## config.mk

```make
export PLATFORM = sky130hd
export DESIGN_NAME = hex_record_parser
export DESIGN_NICKNAME = d
export VERILOG_FILES = /design/src/rtl/core/hrp_pkg.sv /design/src/rtl/core/hrp_char_class.sv /design/src/rtl/core/hrp_record.sv /design/src/rtl/core/hrp_rsp_buffer.sv /design/src/rtl/core/hex_record_parser.sv
export SDC_FILE = /design/constraint.sdc
export NUM_CORES = 1
export LEC_CHECK = 0
export ABC_AREA = 1
export BUFFER_PORTS_ARGS = -buffer_cell sky130_fd_sc_hd__buf_2
export CORE_UTILIZATION = 45
export DETAILED_ROUTE_END_ITERATION = 7
export REMOVE_ABC_BUFFERS = 1
export SETUP_SLACK_MARGIN = 0.02
export SLEW_MARGIN = 20
export SYNTH_ARGS = -nofsm -noshare
export SYNTH_HDL_FRONTEND = slang
export SYNTH_SLANG_ARGS = --single-unit
```

## constraint.sdc

```tcl
create_clock -name clock -period 11.7 [get_ports clock]
set_clock_uncertainty 0.05 [all_clocks]
set_input_delay 1.755 -clock clock [delete_from_list [all_inputs] [get_ports clock]]
set_output_delay 1.755 -clock clock [all_outputs]
set_load 0.03 [all_outputs]
```

## src/rtl/core/hrp_pkg.sv

```systemverilog
package hrp_pkg;

   // Character codes
   localparam logic [7:0] CHAR_COLON = 8'h3A;
   localparam logic [7:0] CHAR_SPACE = 8'h20;
   localparam logic [7:0] CHAR_TAB   = 8'h09;
   localparam logic [7:0] CHAR_CR    = 8'h0D;
   localparam logic [7:0] CHAR_LF    = 8'h0A;
   localparam logic [7:0] CHAR_0     = 8'h30;
   localparam logic [7:0] CHAR_9     = 8'h39;
   localparam logic [7:0] CHAR_UC_A  = 8'h41;
   localparam logic [7:0] CHAR_UC_F  = 8'h46;
   localparam logic [7:0] CHAR_LC_A  = 8'h61;
   localparam logic [7:0] CHAR_LC_F  = 8'h66;

   // Record layout: colon, length, address, type, data, checksum
   localparam int MIN_RECORD_CHARS = 11;
   localparam int POS_LENGTH       = 2;
   localparam int POS_ADDR_HI      = 4;
   localparam int POS_ADDR_LO      = 6;
   localparam int POS_TYPE         = 8;
   localparam int POS_HEADER_END   = 9;
   localparam int POS_DATA_START   = 10;

   localparam logic [23:0] TOTAL_MAX = 24'hFFFFFF;

   typedef enum logic [1:0] {
      KIND_DATA   = 2'd0,
      KIND_ACCEPT = 2'd1,
      KIND_REJECT = 2'd2
   } kind_type;

   typedef enum logic [2:0] {
      ERR_NONE      = 3'd0,
      ERR_SHORT     = 3'd1,
      ERR_NO_COLON  = 3'd2,
      ERR_TRUNCATED = 3'd3,
      ERR_BAD_DIGIT = 3'd4,
      ERR_TOO_LONG  = 3'd5
   } err_type;

   typedef struct packed {
      logic       is_space;
      logic       is_colon;
      logic       hex_ok;
      logic [3:0] nibble;
   } char_class_type;

   typedef struct packed {
      kind_type    kind;
      logic [7:0]  byte_value;
      logic [7:0]  data_index;
      logic [15:0] record_address;
      logic [7:0]  record_length;
      logic [7:0]  record_type;
      err_type     error_code;
      logic [23:0] total_bytes;
      logic [15:0] base_address;
   } rsp_type;

endpackage

```

## src/rtl/core/hrp_char_class.sv

```systemverilog
// Classifies one character: whitespace, colon, hex digit value.
module hrp_char_class (
   input  logic [7:0]              char_in,
   output hrp_pkg::char_class_type cls
);

   always_comb begin
      cls.is_space = (char_in == hrp_pkg::CHAR_SPACE) || (char_in == hrp_pkg::CHAR_TAB) ||
                     (char_in == hrp_pkg::CHAR_CR)    || (char_in == hrp_pkg::CHAR_LF);
      cls.is_colon = (char_in == hrp_pkg::CHAR_COLON);
      cls.hex_ok   = 1'b1;
      cls.nibble   = 4'd0;
      priority if (char_in >= hrp_pkg::CHAR_0 && char_in <= hrp_pkg::CHAR_9) begin
         cls.nibble = 4'(char_in - hrp_pkg::CHAR_0);
      end else if (char_in >= hrp_pkg::CHAR_UC_A && char_in <= hrp_pkg::CHAR_UC_F) begin
         cls.nibble = 4'(char_in - hrp_pkg::CHAR_UC_A + 8'd10);
      end else if (char_in >= hrp_pkg::CHAR_LC_A && char_in <= hrp_pkg::CHAR_LC_F) begin
         cls.nibble = 4'(char_in - hrp_pkg::CHAR_LC_A + 8'd10);
      end else begin
         cls.hex_ok = 1'b0;
      end
   end

endmodule

```

## src/rtl/core/hrp_record.sv

```systemverilog
// Per-record parse state and running totals; forms the result of one character.
module hrp_record #(
   parameter int MAX_LINE_CHARS = 256
) (
   input  logic                    clock,
   input  logic                    reset,
   input  logic                    step,
   input  hrp_pkg::char_class_type cls,
   output logic                    produce,
   output hrp_pkg::rsp_type        result
);

   localparam int PW = $clog2(MAX_LINE_CHARS + 1);
   localparam int CW = (PW > 10) ? PW : 10;
   localparam logic [PW-1:0] POS_MAX  = PW'(MAX_LINE_CHARS);
   localparam logic [PW-1:0] POS_LAST = PW'(MAX_LINE_CHARS - 1);

   logic [PW-1:0]    pos_ff, pos_in;
   logic             in_record_ff, in_record_in;
   logic [3:0]       high_ff, high_in;
   logic [7:0]       len_ff, len_in;
   logic [15:0]      addr_ff, addr_in;
   logic [7:0]       type_ff, type_in;
   logic [7:0]       cksum_ff, cksum_in;
   hrp_pkg::err_type perr_ff, perr_in;
   logic [23:0]      total_ff, total_in;
   logic [15:0]      first_addr_ff, first_addr_in;
   logic             have_first_ff, have_first_in;

   logic [PW-1:0]    cur_pos;
   logic [3:0]       cur_high;
   logic [7:0]       cur_len;
   logic [15:0]      cur_addr;
   logic [7:0]       cur_type;
   logic [7:0]       cur_cksum;
   hrp_pkg::err_type cur_perr;
   logic [CW-1:0]    pos_ext;
   logic [CW-1:0]    need;
   logic [CW-1:0]    data_off;
   logic [7:0]       full_byte;
   logic [24:0]      sum;

   always_comb begin
      // a character outside a record starts from cleared record state
      cur_pos   = in_record_ff ? pos_ff   : '0;
      cur_high  = in_record_ff ? high_ff  : 4'd0;
      cur_len   = in_record_ff ? len_ff   : 8'd0;
      cur_addr  = in_record_ff ? addr_ff  : 16'd0;
      cur_type  = in_record_ff ? type_ff  : 8'd0;
      cur_cksum = in_record_ff ? cksum_ff : 8'd0;
      cur_perr  = in_record_ff ? perr_ff  : hrp_pkg::ERR_NONE;

      pos_ext   = CW'(cur_pos);
      need      = CW'({cur_len, 1'b0}) + CW'(hrp_pkg::MIN_RECORD_CHARS);
      data_off  = pos_ext - CW'(hrp_pkg::POS_DATA_START);
      full_byte = {cur_high, cls.nibble};
      sum       = {1'b0, total_ff} + {17'd0, cur_len};

      pos_in        = cur_pos;
      in_record_in  = 1'b1;
      high_in       = cur_high;
      len_in        = cur_len;
      addr_in       = cur_addr;
      type_in       = cur_type;
      cksum_in      = cur_cksum;
      perr_in       = cur_perr;
      total_in      = total_ff;
      first_addr_in = first_addr_ff;
      have_first_in = have_first_ff;

      produce               = 1'b0;
      result.kind           = hrp_pkg::KIND_DATA;
      result.byte_value     = 8'd0;
      result.data_index     = 8'd0;
      result.error_code     = hrp_pkg::ERR_NONE;

      if (cls.is_space) begin
         // end of record: clear it and report once
         in_record_in = 1'b0;
         pos_in       = '0;
         high_in      = 4'd0;
         len_in       = 8'd0;
         addr_in      = 16'd0;
         type_in      = 8'd0;
         cksum_in     = 8'd0;
         perr_in      = hrp_pkg::ERR_NONE;
         if (in_record_ff) begin
            produce     = 1'b1;
            result.kind = hrp_pkg::KIND_REJECT;
            priority if (pos_ext < CW'(hrp_pkg::MIN_RECORD_CHARS)) begin
               result.error_code = hrp_pkg::ERR_SHORT;
            end else if (cur_perr != hrp_pkg::ERR_NONE) begin
               result.error_code = cur_perr;
            end else if (pos_ext < need) begin
               result.error_code = hrp_pkg::ERR_TRUNCATED;
            end else begin
               result.kind       = hrp_pkg::KIND_ACCEPT;
               result.byte_value = cur_cksum;
               total_in          = sum[24] ? hrp_pkg::TOTAL_MAX : sum[23:0];
               if (!have_first_ff) begin
                  first_addr_in = cur_addr;
                  have_first_in = 1'b1;
               end
            end
         end
      end else if (cur_pos >= POS_LAST) begin
         // overlong line: count up to the limit, decode nothing more
         if (cur_perr == hrp_pkg::ERR_NONE) begin
            perr_in = hrp_pkg::ERR_TOO_LONG;
         end
         if (cur_pos < POS_MAX) begin
            pos_in = cur_pos + 1'b1;
         end
      end else begin
         pos_in = cur_pos + 1'b1;
         if (cur_pos == '0) begin
            if (!cls.is_colon && cur_perr == hrp_pkg::ERR_NONE) begin
               perr_in = hrp_pkg::ERR_NO_COLON;
            end
         end else if (!(pos_ext >= CW'(hrp_pkg::POS_HEADER_END) && pos_ext >= need)) begin
            if (!cls.hex_ok && cur_perr == hrp_pkg::ERR_NONE) begin
               perr_in = hrp_pkg::ERR_BAD_DIGIT;
            end
            if (cur_pos[0]) begin
               high_in = cls.nibble;
            end else if (pos_ext == CW'(hrp_pkg::POS_LENGTH)) begin
               len_in = full_byte;
            end else if (pos_ext == CW'(hrp_pkg::POS_ADDR_HI)) begin
               addr_in = {full_byte, cur_addr[7:0]};
            end else if (pos_ext == CW'(hrp_pkg::POS_ADDR_LO)) begin
               addr_in = {cur_addr[15:8], full_byte};
            end else if (pos_ext == CW'(hrp_pkg::POS_TYPE)) begin
               type_in = full_byte;
            end else if (pos_ext == need - 1'b1) begin
               cksum_in = full_byte;
            end else if (perr_in == hrp_pkg::ERR_NONE) begin
               produce           = 1'b1;
               result.byte_value = full_byte;
               result.data_index = data_off[8:1];
            end
         end
      end

      result.record_address = cur_addr;
      result.record_length  = cur_len;
      result.record_type    = cur_type;
      result.total_bytes    = total_in;
      result.base_address   = first_addr_in;
   end

   always_ff @(posedge clock) begin
      if (reset) begin
         pos_ff        <= '0;
         in_record_ff  <= 1'b0;
         high_ff       <= 4'd0;
         len_ff        <= 8'd0;
         addr_ff       <= 16'd0;
         type_ff       <= 8'd0;
         cksum_ff      <= 8'd0;
         perr_ff       <= hrp_pkg::ERR_NONE;
         total_ff      <= 24'd0;
         first_addr_ff <= 16'd0;
         have_first_ff <= 1'b0;
      end else if (step) begin
         pos_ff        <= pos_in;
         in_record_ff  <= in_record_in;
         high_ff       <= high_in;
         len_ff        <= len_in;
         addr_ff       <= addr_in;
         type_ff       <= type_in;
         cksum_ff      <= cksum_in;
         perr_ff       <= perr_in;
         total_ff      <= total_in;
         first_addr_ff <= first_addr_in;
         have_first_ff <= have_first_in;
      end
   end

`ifndef NO_ASSERTIONS
   a_idle_cleared: assert property (@(posedge clock) disable iff (reset)
      !in_record_ff |-> (pos_ff == '0) && (perr_ff == hrp_pkg::ERR_NONE))
      else $error("record state not cleared outside a record");
   a_pos_bounded: assert property (@(posedge clock) disable iff (reset)
      pos_ff <= POS_MAX)
      else $error("character position beyond line limit");
`endif

endmodule

```

## src/rtl/core/hrp_rsp_buffer.sv

```systemverilog
// Output register: holds one result beat until the receiver takes it.
module hrp_rsp_buffer (
   input  logic             clock,
   input  logic             reset,
   input  logic             load,
   input  hrp_pkg::rsp_type rsp_in,
   input  logic             rsp_ready,
   output logic             rsp_valid,
   output logic             space,
   output hrp_pkg::rsp_type rsp_out
);

   logic             valid_ff, valid_in;
   hrp_pkg::rsp_type data_ff;

   // room for a new beat when empty or when the held one leaves this cycle
   assign space     = !valid_ff || rsp_ready;
   assign rsp_valid = valid_ff;
   assign rsp_out   = data_ff;

   always_comb begin
      valid_in = valid_ff && !rsp_ready;
      if (load) begin
         valid_in = 1'b1;
      end
   end

   always_ff @(posedge clock) begin
      if (reset) begin
         valid_ff <= 1'b0;
      end else begin
         valid_ff <= valid_in;
      end
   end

   always_ff @(posedge clock) begin
      if (load) begin
         data_ff <= rsp_in;
      end
   end

endmodule

```

## src/rtl/core/hex_record_parser.sv

```systemverilog
// Streaming hex-record text parser.
// Input channel (req_): one character per beat on req_char_in. Space, tab, CR
// and LF end a record; a record opens with ':' followed by hex pairs for
// length, address, type, data bytes and checksum.
// Result channel (rsp_): at most one beat per character. A data byte beat
// (kind 0) leaves when its second digit arrives, unless a fault is pending;
// the whitespace that ends a record gives one beat that accepts (kind 1) or
// rejects (kind 2, with error_code) the record. Every beat carries the
// record's fields, the saturating byte total and the first accepted address.
// Latency: a result beat is valid the cycle after its character is accepted.
// Throughput: one character per cycle; the record state updates in a single
// pass between the input handshake and the output register.
// Stall: while a result beat waits on rsp_ready low, req_ready drops; a
// character that produces no beat still needs that register free.
// Reset (synchronous, active high) clears the record, the totals and the
// output register; the block takes characters in the next cycle.
module hex_record_parser #(
   parameter int MAX_LINE_CHARS = 256
) (
   input  logic        clock,
   input  logic        reset,
   input  logic        req_valid,
   output logic        req_ready,
   input  logic [7:0]  req_char_in,
   output logic        rsp_valid,
   input  logic        rsp_ready,
   output logic [1:0]  rsp_kind,
   output logic [7:0]  rsp_byte_value,
   output logic [7:0]  rsp_data_index,
   output logic [15:0] rsp_record_address,
   output logic [7:0]  rsp_record_length,
   output logic [7:0]  rsp_record_type,
   output logic [2:0]  rsp_error_code,
   output logic [23:0] rsp_total_bytes,
   output logic [15:0] rsp_base_address
);

   hrp_pkg::char_class_type cls;
   hrp_pkg::rsp_type        result;
   hrp_pkg::rsp_type        rsp_data;
   logic                    produce;
   logic                    space;
   logic                    accept;

   assign req_ready = space;
   assign accept    = req_valid && req_ready;

   // character decode
   hrp_char_class u_class (
      .char_in (req_char_in),
      .cls     (cls)
   );

   // record state; advances on each accepted character
   hrp_record #(
      .MAX_LINE_CHARS (MAX_LINE_CHARS)
   ) u_record (
      .clock   (clock),
      .reset   (reset),
      .step    (accept),
      .cls     (cls),
      .produce (produce),
      .result  (result)
   );

   // result beat register
   hrp_rsp_buffer u_rsp (
      .clock     (clock),
      .reset     (reset),
      .load      (accept && produce),
      .rsp_in    (result),
      .rsp_ready (rsp_ready),
      .rsp_valid (rsp_valid),
      .space     (space),
      .rsp_out   (rsp_data)
   );

   assign rsp_kind           = rsp_data.kind;
   assign rsp_byte_value     = rsp_data.byte_value;
   assign rsp_data_index     = rsp_data.data_index;
   assign rsp_record_address = rsp_data.record_address;
   assign rsp_record_length  = rsp_data.record_length;
   assign rsp_record_type    = rsp_data.record_type;
   assign rsp_error_code     = rsp_data.error_code;
   assign rsp_total_bytes    = rsp_data.total_bytes;
   assign rsp_base_address   = rsp_data.base_address;

`ifndef NO_ASSERTIONS
   a_stall_blocks_input: assert property (@(posedge clock) disable iff (reset)
      rsp_valid && !rsp_ready |-> !req_ready)
      else $error("input taken while result beat is stalled");
   a_data_no_error: assert property (@(posedge clock) disable iff (reset)
      rsp_valid && rsp_data.kind != hrp_pkg::KIND_REJECT |->
      rsp_data.error_code == hrp_pkg::ERR_NONE)
      else $error("error code on a data or accept beat");
   a_reject_has_error: assert property (@(posedge clock) disable iff (reset)
      rsp_valid && rsp_data.kind == hrp_pkg::KIND_REJECT |->
      rsp_data.error_code != hrp_pkg::ERR_NONE)
      else $error("reject beat without an error code");
   a_beat_follows_work: assert property (@(posedge clock) disable iff (reset)
      accept && produce |=> rsp_valid)
      else $error("result beat lost");
`endif

endmodule

```

==> flow_metrics.py, run 1 <==
metrics = {
    "grt": {
        "grt_use_total_pct": 24.2,
        "grt_pass1_vias": 8648,
        "grt_max_degree": 69,
        "grt_pass1_wl_mm": 45.8,
        "antenna_found_initial": 0,
        "overflow": 0,
    },
    "drt": {
        "antenna_left": 0,
        "wl_per_cell_um": 16.0,
        "first_pass_iters": 5,
        "viasPerCell": 5.22,
        "drt-initial-drc-count": 711,
        "drc": 0,
        "via_count": 9359,
        "wl_mm": 28.6,
    },
    "timing": {
        "period_needed_ps": 5330,
        "rsz0062_at_grt": "no",
        "hold_viol_final": 0,
        "min_period_over_period_pct": 45.6,
        "max-slew-margin-rel_pct": 28.9,
        "fin_hold_ws_ps": 417,
        "setup_viol": 0,
        "max_freq_mhz": 188,
        "slew_viol_final": 0,
        "setup_tns_ps": 0,
        "worst_slack_ps": 6370,
        "tightest_slew_ps": 1060,
    },
    "clocking": {
        "post_cts_buffers": 0,
        "cts-htree-levels": 4,
        "cts_tree": "done",
        "cts.reportedPaths.clkPinSlew_ps": 80,
        "cts_root_buffer": "clkbuf_16",
        "clk_latency_ps": 450,
        "cts_inserted_buffers": 17,
        "clock-sinks": 192,
        "cts-resized-gates": 0,
        "clk_path_buf_depth": 2,
        "holdBufCountCts": 0,
    },
    "worst_setup_path": {
        "cp_data_arrival_time_ps": 5350,
        "end_kind": "flop",
        "crit_path_frequent_cell": "nand2_1",
        "worstSetupPathType": "flop to flop",
        "path_delay_family": "simple AND/OR/NAND/NOR gates",
        "critPathBufInv": 6,
        "worst_setup_path_start_kind": "flop",
        "required_ps": 11720,
        "slowest_stage": "buf_4",
        "worstPathMaxFanout": 62,
        "crit_chain": "nand2_1 > inv_1 > ha_1 > inv_1 > a21oi_4 > inv_1 > nand2_1 > o21ai_0 > ha_1 > nand2_1 > inv_1 > a21oi_1 > nand2_1 > nand2_1 > nand2_1 > nand2_2 > nand2_4 > a21oi_4 > nand3_2 > nand2_1 > nand2_1 > inv_4 > buf_4",
        "max_stage_delay_ps": 680,
    },
    "synth": {
        "yosys_register_bits": 192,
        "synth_warnings": 0,
        "postSynth.asyncResetShare_pct": 0,
        "synth-edff-count": 93,
        "synth_cell_types": 50,
        "synthFlopType": "dfxtp_1",
        "netlist_area_um2": 10700,
        "synth.avg_cell_area_um2": 7.71,
        "synthCells": 1390,
        "ys_seq_area_share_pct": 44.5,
    },
    "place": {
        "place_congestion": 0.889,
        "io_buffers": 106,
        "dp_slack_ps": 6330,
        "dp_hpwl_mm": 19.3,
    },
    "power": {
        "worst_ir_drop_vdd_uv": 68.9,
        "total_power_mw": 1.40,
        "cellPowerDensity_nw_per_um2": 117,
        "leakagePower_nw": 5.85,
    },
    "floorplanning": {
        "pin_count": 107,
        "start_util_pct": 45.8,
        "die_x_um": 156,
        "die_h_um": 156,
        "die-area_um2": 24500,
        "coreArea_um2": 23400,
        "rows": 56,
    },
    "worst_hold_path": {
        "hold_path_class": "flop to flop",
    },
    "cells_and_area": {
        "mostFrequentLayoutCell": "nand2_1",
        "multi_input_area_um2": 4980,
        "nFillCells": 2332,
        "layout_common_cells": "nand2_1 (392), inv_1 (161), buf_2 (106)",
        "antenna_cells": 0,
        "seqCellArea_um2": 4780,
        "synthToLayoutAreaGrowth_pct": 12.1,
        "final_nets": 1504,
        "drive_gt1_share_pct": 15.3,
    },
    "outcome": {
        "status": "complete, no violations",
    },
    "run": {
        "cap_violations": 0,
    },
}
## metal layers
metal / GRT usage (%) / wire length [um] / share of wire [%] / vias up
li1: - / - / - / 4715
met1: 32.8 / 13200 / 46 / 4301
met2: 39.1 / 13100 / 46 / 295
met3: 3.74 / 1630 / 5.7 / 48
met4: 8.45 / 658 / 2.3 / 0
met5: 0 / 0 / 0 / -
## cells in the mapped netlist, types with 10 or more instances
| cell type | instances | area [um^2] |
|---|---|---|
| nand2_1 | 393 | 1480 |
| inv_1 | 162 | 608 |
| nor2_1 | 106 | 398 |
| dfxtp_1 | 99 | 1980 |
| edfxtp_1 | 93 | 2790 |
| a21oi_1 | 89 | 445 |
| o21ai_0 | 78 | 390 |
| nand3_1 | 69 | 345 |
| clkbuf_1 | 34 | 128 |
| ha_1 | 29 | 363 |
| nand4_1 | 29 | 181 |
| o21ai_1 | 23 | 115 |
| xor2_1 | 18 | 158 |
| o211ai_1 | 16 | 120 |
| inv_2 | 13 | 48.8 |
| o2111ai_1 | 13 | 114 |
| buf_2 | 11 | 55.1 |
| nand2_4 | 11 | 124 |
| nor3_1 | 10 | 50.1 |
| o21ai_2 | 10 | 87.6 |
## registers in the layout (all words and copies together) (netlist names)
name / flops
u_rsp.rsp_out: 93
u_record.len_ff: 8
u_rsp.rsp_valid: 1
u_record.pos_ff: 9
u_record.high_ff: 4
u_record.in_record_ff: 1
u_record.cksum_ff: 8
u_record.perr_ff: 3
u_record.have_first_ff: 1
u_record.first_addr_ff: 16
u_record.type_ff: 8
u_record.total_ff: 24
u_record.addr_ff: 16
## cell type report
| type | count | area share [%] |
|---|---|---|
| multi-input combinational | 960 | 41.4 |
| sequential | 192 | 39.7 |
| inverter | 176 | 5.56 |
| timing repair buffer | 115 | 4.98 |
| clock buffer | 18 | 3.65 |
| tap | 319 | 3.32 |
| clock inverter | 14 | 1.35 |
## worst register-to-register path: cells and delay by family (launching register included)
| family | cells | cell delay, ps |
|---|---|---|
| adder cells (fa/ha/maj) | 2 | 470 |
| buffers and inverters | 6 | 1430 |
| AND/OR/NAND/NOR | 11 | 1500 |
| flip-flops | 1 | 620 |
| AO/OA/AOI/OAI | 4 | 850 |
## path summary, 6_finish.rpt
path	startpoint	to	slack, ps	cells after the start
max	u_record.in_record_ff$_SDFFE_PP0P_	u_rsp.rsp_out[71]$_DFFE_PP_	6370	23
min	u_record.perr_ff[2]$_SDFFE_PP0P_	u_record.perr_ff[2]$_SDFFE_PP0P_	420	2
max reg2reg	u_record.in_record_ff$_SDFFE_PP0P_	u_rsp.rsp_out[71]$_DFFE_PP_	6370	23
min reg2reg	u_record.perr_ff[2]$_SDFFE_PP0P_	u_record.perr_ff[2]$_SDFFE_PP0P_	420	2
## cell families (layout without fill, tap and decap cells)
logic type | Yosys count | in the layout | synth area share [%]
buffers and inverters | 238 | 323 | 9.11
flip-flops | 192 | 192 | 44.5
multiplexers | 1 | 1 | 0.0934
adder cells (fa/ha/maj) | 30 | 30 | 3.57
AND/OR/NAND/NOR | 657 | 657 | 27.2
XOR/XNOR | 19 | 19 | 1.55
AO/OA/AOI/OAI | 253 | 253 | 14.0
## report_power, final
part           internal [mW]  leakage, nW  switching (mW)  total, mW
clock network          0.295        0.287           0.301      0.596
registers              0.711         1.72         0.00984      0.721
logic                 0.0244         3.84          0.0626     0.0870
## per-stage QoR
stage / std cells / util (%) / cell area, um^2
2_1_floorplan: 1328 / - / 10400
3_3_place_gp: 1762 / 48.8 / 11400
3_5_place_dp: 1762 / 48.8 / 11400
4_1_cts: 1794 / 51.4 / 12000
5_1_grt: 1794 / 51.4 / 12000
6_report: 1794 / 51.4 / 12000
Note: power is estimated with default switching activity, not from simulation.
==> run 2, diff against run 1 <==
Settings changed: ABC_AREA 1 to 0.
Clock period 11.7 ns to 5.3 ns, I/O delays scaled along.
==> flow_metrics.py, run 2 <==
metrics = {
    "worst_setup_path": {
        "crit_chain": "buf_4 > nand2_1 > inv_1 > ha_1 > and4_1 > a41o_1 > a221oi_1 > o31ai_2 > or4_1 > a21oi_4 > buf_12",
        "slowest_stage": "a21oi_4",
        "worstPathMaxFanout": 29,
        "worstSetupPathType": "flop to flop",
        "critPathBufInv": 3,
        "end_kind": "flop",
        "rrSetupSlack_ps": 1000,
        "max_stage_delay_ps": 620,
        "path_delay_family": "compound AO/OA/AOI/OAI gates",
        "worst_setup_path_start_kind": "flop",
        "required_ps": 5390,
        "cp_data_arrival_time_ps": 4380,
    },
    "power": {
        "leakagePower_nw": 4.34,
        "total_power_mw": 2.91,
        "worst_ir_drop_vdd_uv": 215,
        "cellPowerDensity_nw_per_um2": 274,
    },
    "grt": {
        "grt_max_degree": 37,
        "overflow": 0,
        "grt_pass1_wl_mm": 35.3,
        "antenna_found_initial": 0,
        "grt_use_total_pct": 22.2,
        "grt_pass1_vias": 6569,
    },
    "drt": {
        "viasPerCell": 5.68,
        "drc": 0,
        "antenna_left": 0,
        "highest_layer": "met4",
        "via_count": 7124,
        "first_pass_iters": 4,
        "drt-initial-drc-count": 433,
        "wl_met2_mm": 10.3,
        "wl_per_cell_um": 17.7,
        "wl_met3_mm": 1.04,
        "wl_mm": 22.3,
        "m1WireLength_mm": 10.7,
    },
    "clocking": {
        "cts_tree": "done",
        "clock-sinks": 192,
        "cts-htree-levels": 4,
        "post_cts_buffers": 0,
        "clk_latency_ps": 440,
        "clk_path_buf_depth": 2,
        "holdBufCountCts": 0,
        "cts_inserted_buffers": 17,
        "cts-resized-gates": 0,
        "cts_root_buffer": "clkbuf_16",
        "cts.reportedPaths.clkPinSlew_ps": 80,
    },
    "floorplanning": {
        "die-area_um2": 21000,
        "rows": 51,
        "die_x_um": 145,
        "coreArea_um2": 19700,
        "pin_count": 107,
        "die_h_um": 145,
        "start_util_pct": 46.5,
    },
    "timing": {
        "fin_hold_ws_ps": 419,
        "max_freq_mhz": 233,
        "setup_viol": 0,
        "worst_slack_ps": 1000,
        "min_period_over_period_pct": 81.1,
        "hold_viol_final": 0,
        "tightest_slew_ps": 999,
        "period_needed_ps": 4300,
        "max-slew-margin-rel_pct": 32.7,
        "slew_viol_final": 0,
        "rsz0062_at_grt": "no",
    },
    "cells_and_area": {
        "layout_common_cells": "buf_2 (106), nor2_1 (98), dfxtp_1 (98)",
        "final_nets": 1018,
        "synthToLayoutAreaGrowth_pct": 15.9,
        "mostFrequentLayoutCell": "buf_2",
        "largest_reg_flops": 93,
        "antenna_cells": 0,
        "drive_gt1_share_pct": 19.4,
        "nFillCells": 1791,
    },
    "synth": {
        "synth_warnings": 0,
        "synth_top_family_by_area": "simple AND/OR/NAND/NOR gates",
        "yosys.area.top_type": "edfxtp_1",
        "yosys_register_bits": 192,
        "netlist_area_um2": 9180,
        "ys_seq_area_share_pct": 52.0,
        "yosys-top-cells-count": "dfxtp_1 (99), nor2_1 (98), edfxtp_1 (93)",
        "synth_fa_ha_area_share_pct": 4.17,
        "muxShareOfSynthArea_pct": 4.19,
        "synth_top_cells_by_area": "edfxtp_1 (30%), dfxtp_1 (22%), nor2_1 (4.0%), ha_1 (4.0%), and2_1 (2.9%)",
        "synthFlopType": "dfxtp_1",
        "synth_compound_area_share_pct": 16.0,
        "yosysMostFrequentCell": "dfxtp_1",
        "synthCells": 871,
        "synth_cell_types": 72,
        "synth_top_area_share_pct": 30.4,
        "synth_xor_area_share_pct": 2.00,
        "postSynth.asyncResetShare_pct": 0,
        "synthSimpleGateAreaFrac_pct": 18.8,
        "synth-edff-count": 93,
        "synth.avg_cell_area_um2": 10.5,
    },
    "place": {
        "dp_hpwl_mm": 15.7,
        "dp_slack_ps": 1080,
        "place_congestion": 0.925,
        "io_buffers": 106,
    },
    "outcome": {
        "status": "complete, no violations",
    },
    "worst_hold_path": {
        "hold_path_class": "flop to flop",
    },
    "run": {
        "cap_violations": 0,
    },
}
## run 2: cell count changes after synthesis, sizes merged, moves of 15 or more
cell    previous run  this run
nand2            413        52
inv              175        27
o21ai            111        44
nand3             74        20
a21oi             91        43
and2               0        44
a22o               0        27
nand4             34        11
buf               28         6
mux2               0        19
mux2i              1        17
o211ai            16         0
nor2             115       100
## run 2: worst reg2reg max path: cells and delay by family (launching register included)
family / cells / cell delay (ps)
AOI/OAI and AO/OA: 4 / 1530
and+or+nand+nor: 3 / 1050
buffers and inverters: 3 / 700
adders and majority gates: 1 / 270
DFF: 1 / 380
## run 2: layout make-up
class	count	area, um^2	share of cell area (%)
flip-flops and latches	192	4780	44.9
multi-input cells	616	4160	39.1
repair buffers	122	688	6.47
clock buffers	19	443	4.17
well taps	265	332	3.12
clock inverters	13	136	1.28
inverters	27	101	0.953
## run 2: report_power, final
| part | internal (mW) | switching (mW) | total (mW) |
|---|---|---|---|
| registers | 1.54 | 0.00528 | 1.55 |
| logic | 0.0247 | 0.0735 | 0.0982 |
| clock network | 0.642 | 0.621 | 1.26 |
## run 2: layer usage
| layer | vias to the layer above | global-route usage [%] |
|---|---|---|
| met1 | 3443 | 31.3 |
| met4 | 0 | 5.26 |
| met5 | - | 0 |
| met2 | 203 | 34.8 |
| li1 | 3461 | - |
| met3 | 17 | 4.64 |
## run 2: logic make-up after synthesis
group                      Yosys count
DFF                                192
xor gates and xnor gates            21
adders and majority gates           30
muxes                               36
and+or+nand+nor                    318
buffers and inverters               63
AOI/OAI and AO/OA                  211
## run 2: final timing paths
kind                                                    startpoint                                to  depth (start not counted)
worst min register to register    u_record.type_ff[7]$_SDFFE_PP0P_  u_record.type_ff[7]$_SDFFE_PP0P_                          1
worst min-delay path              u_record.type_ff[7]$_SDFFE_PP0P_  u_record.type_ff[7]$_SDFFE_PP0P_                          1
worst max-delay path            u_record.in_record_ff$_SDFFE_PP0P_       u_rsp.rsp_out[59]$_DFFE_PP_                         11
worst max register to register  u_record.in_record_ff$_SDFFE_PP0P_       u_rsp.rsp_out[59]$_DFFE_PP_                         11
## run 2: metrics by stage
stage	util, %	instances	TNS, ps	area [um^2]
6_report	53.9	1254	0	10600
5_1_grt	53.9	1254	0	10600
4_1_cts	53.9	1254	0	10600
3_5_place_dp	51.0	1222	0	10100
3_3_place_gp	51.0	1222	0	10100
2_1_floorplan	-	835	-320190	9020
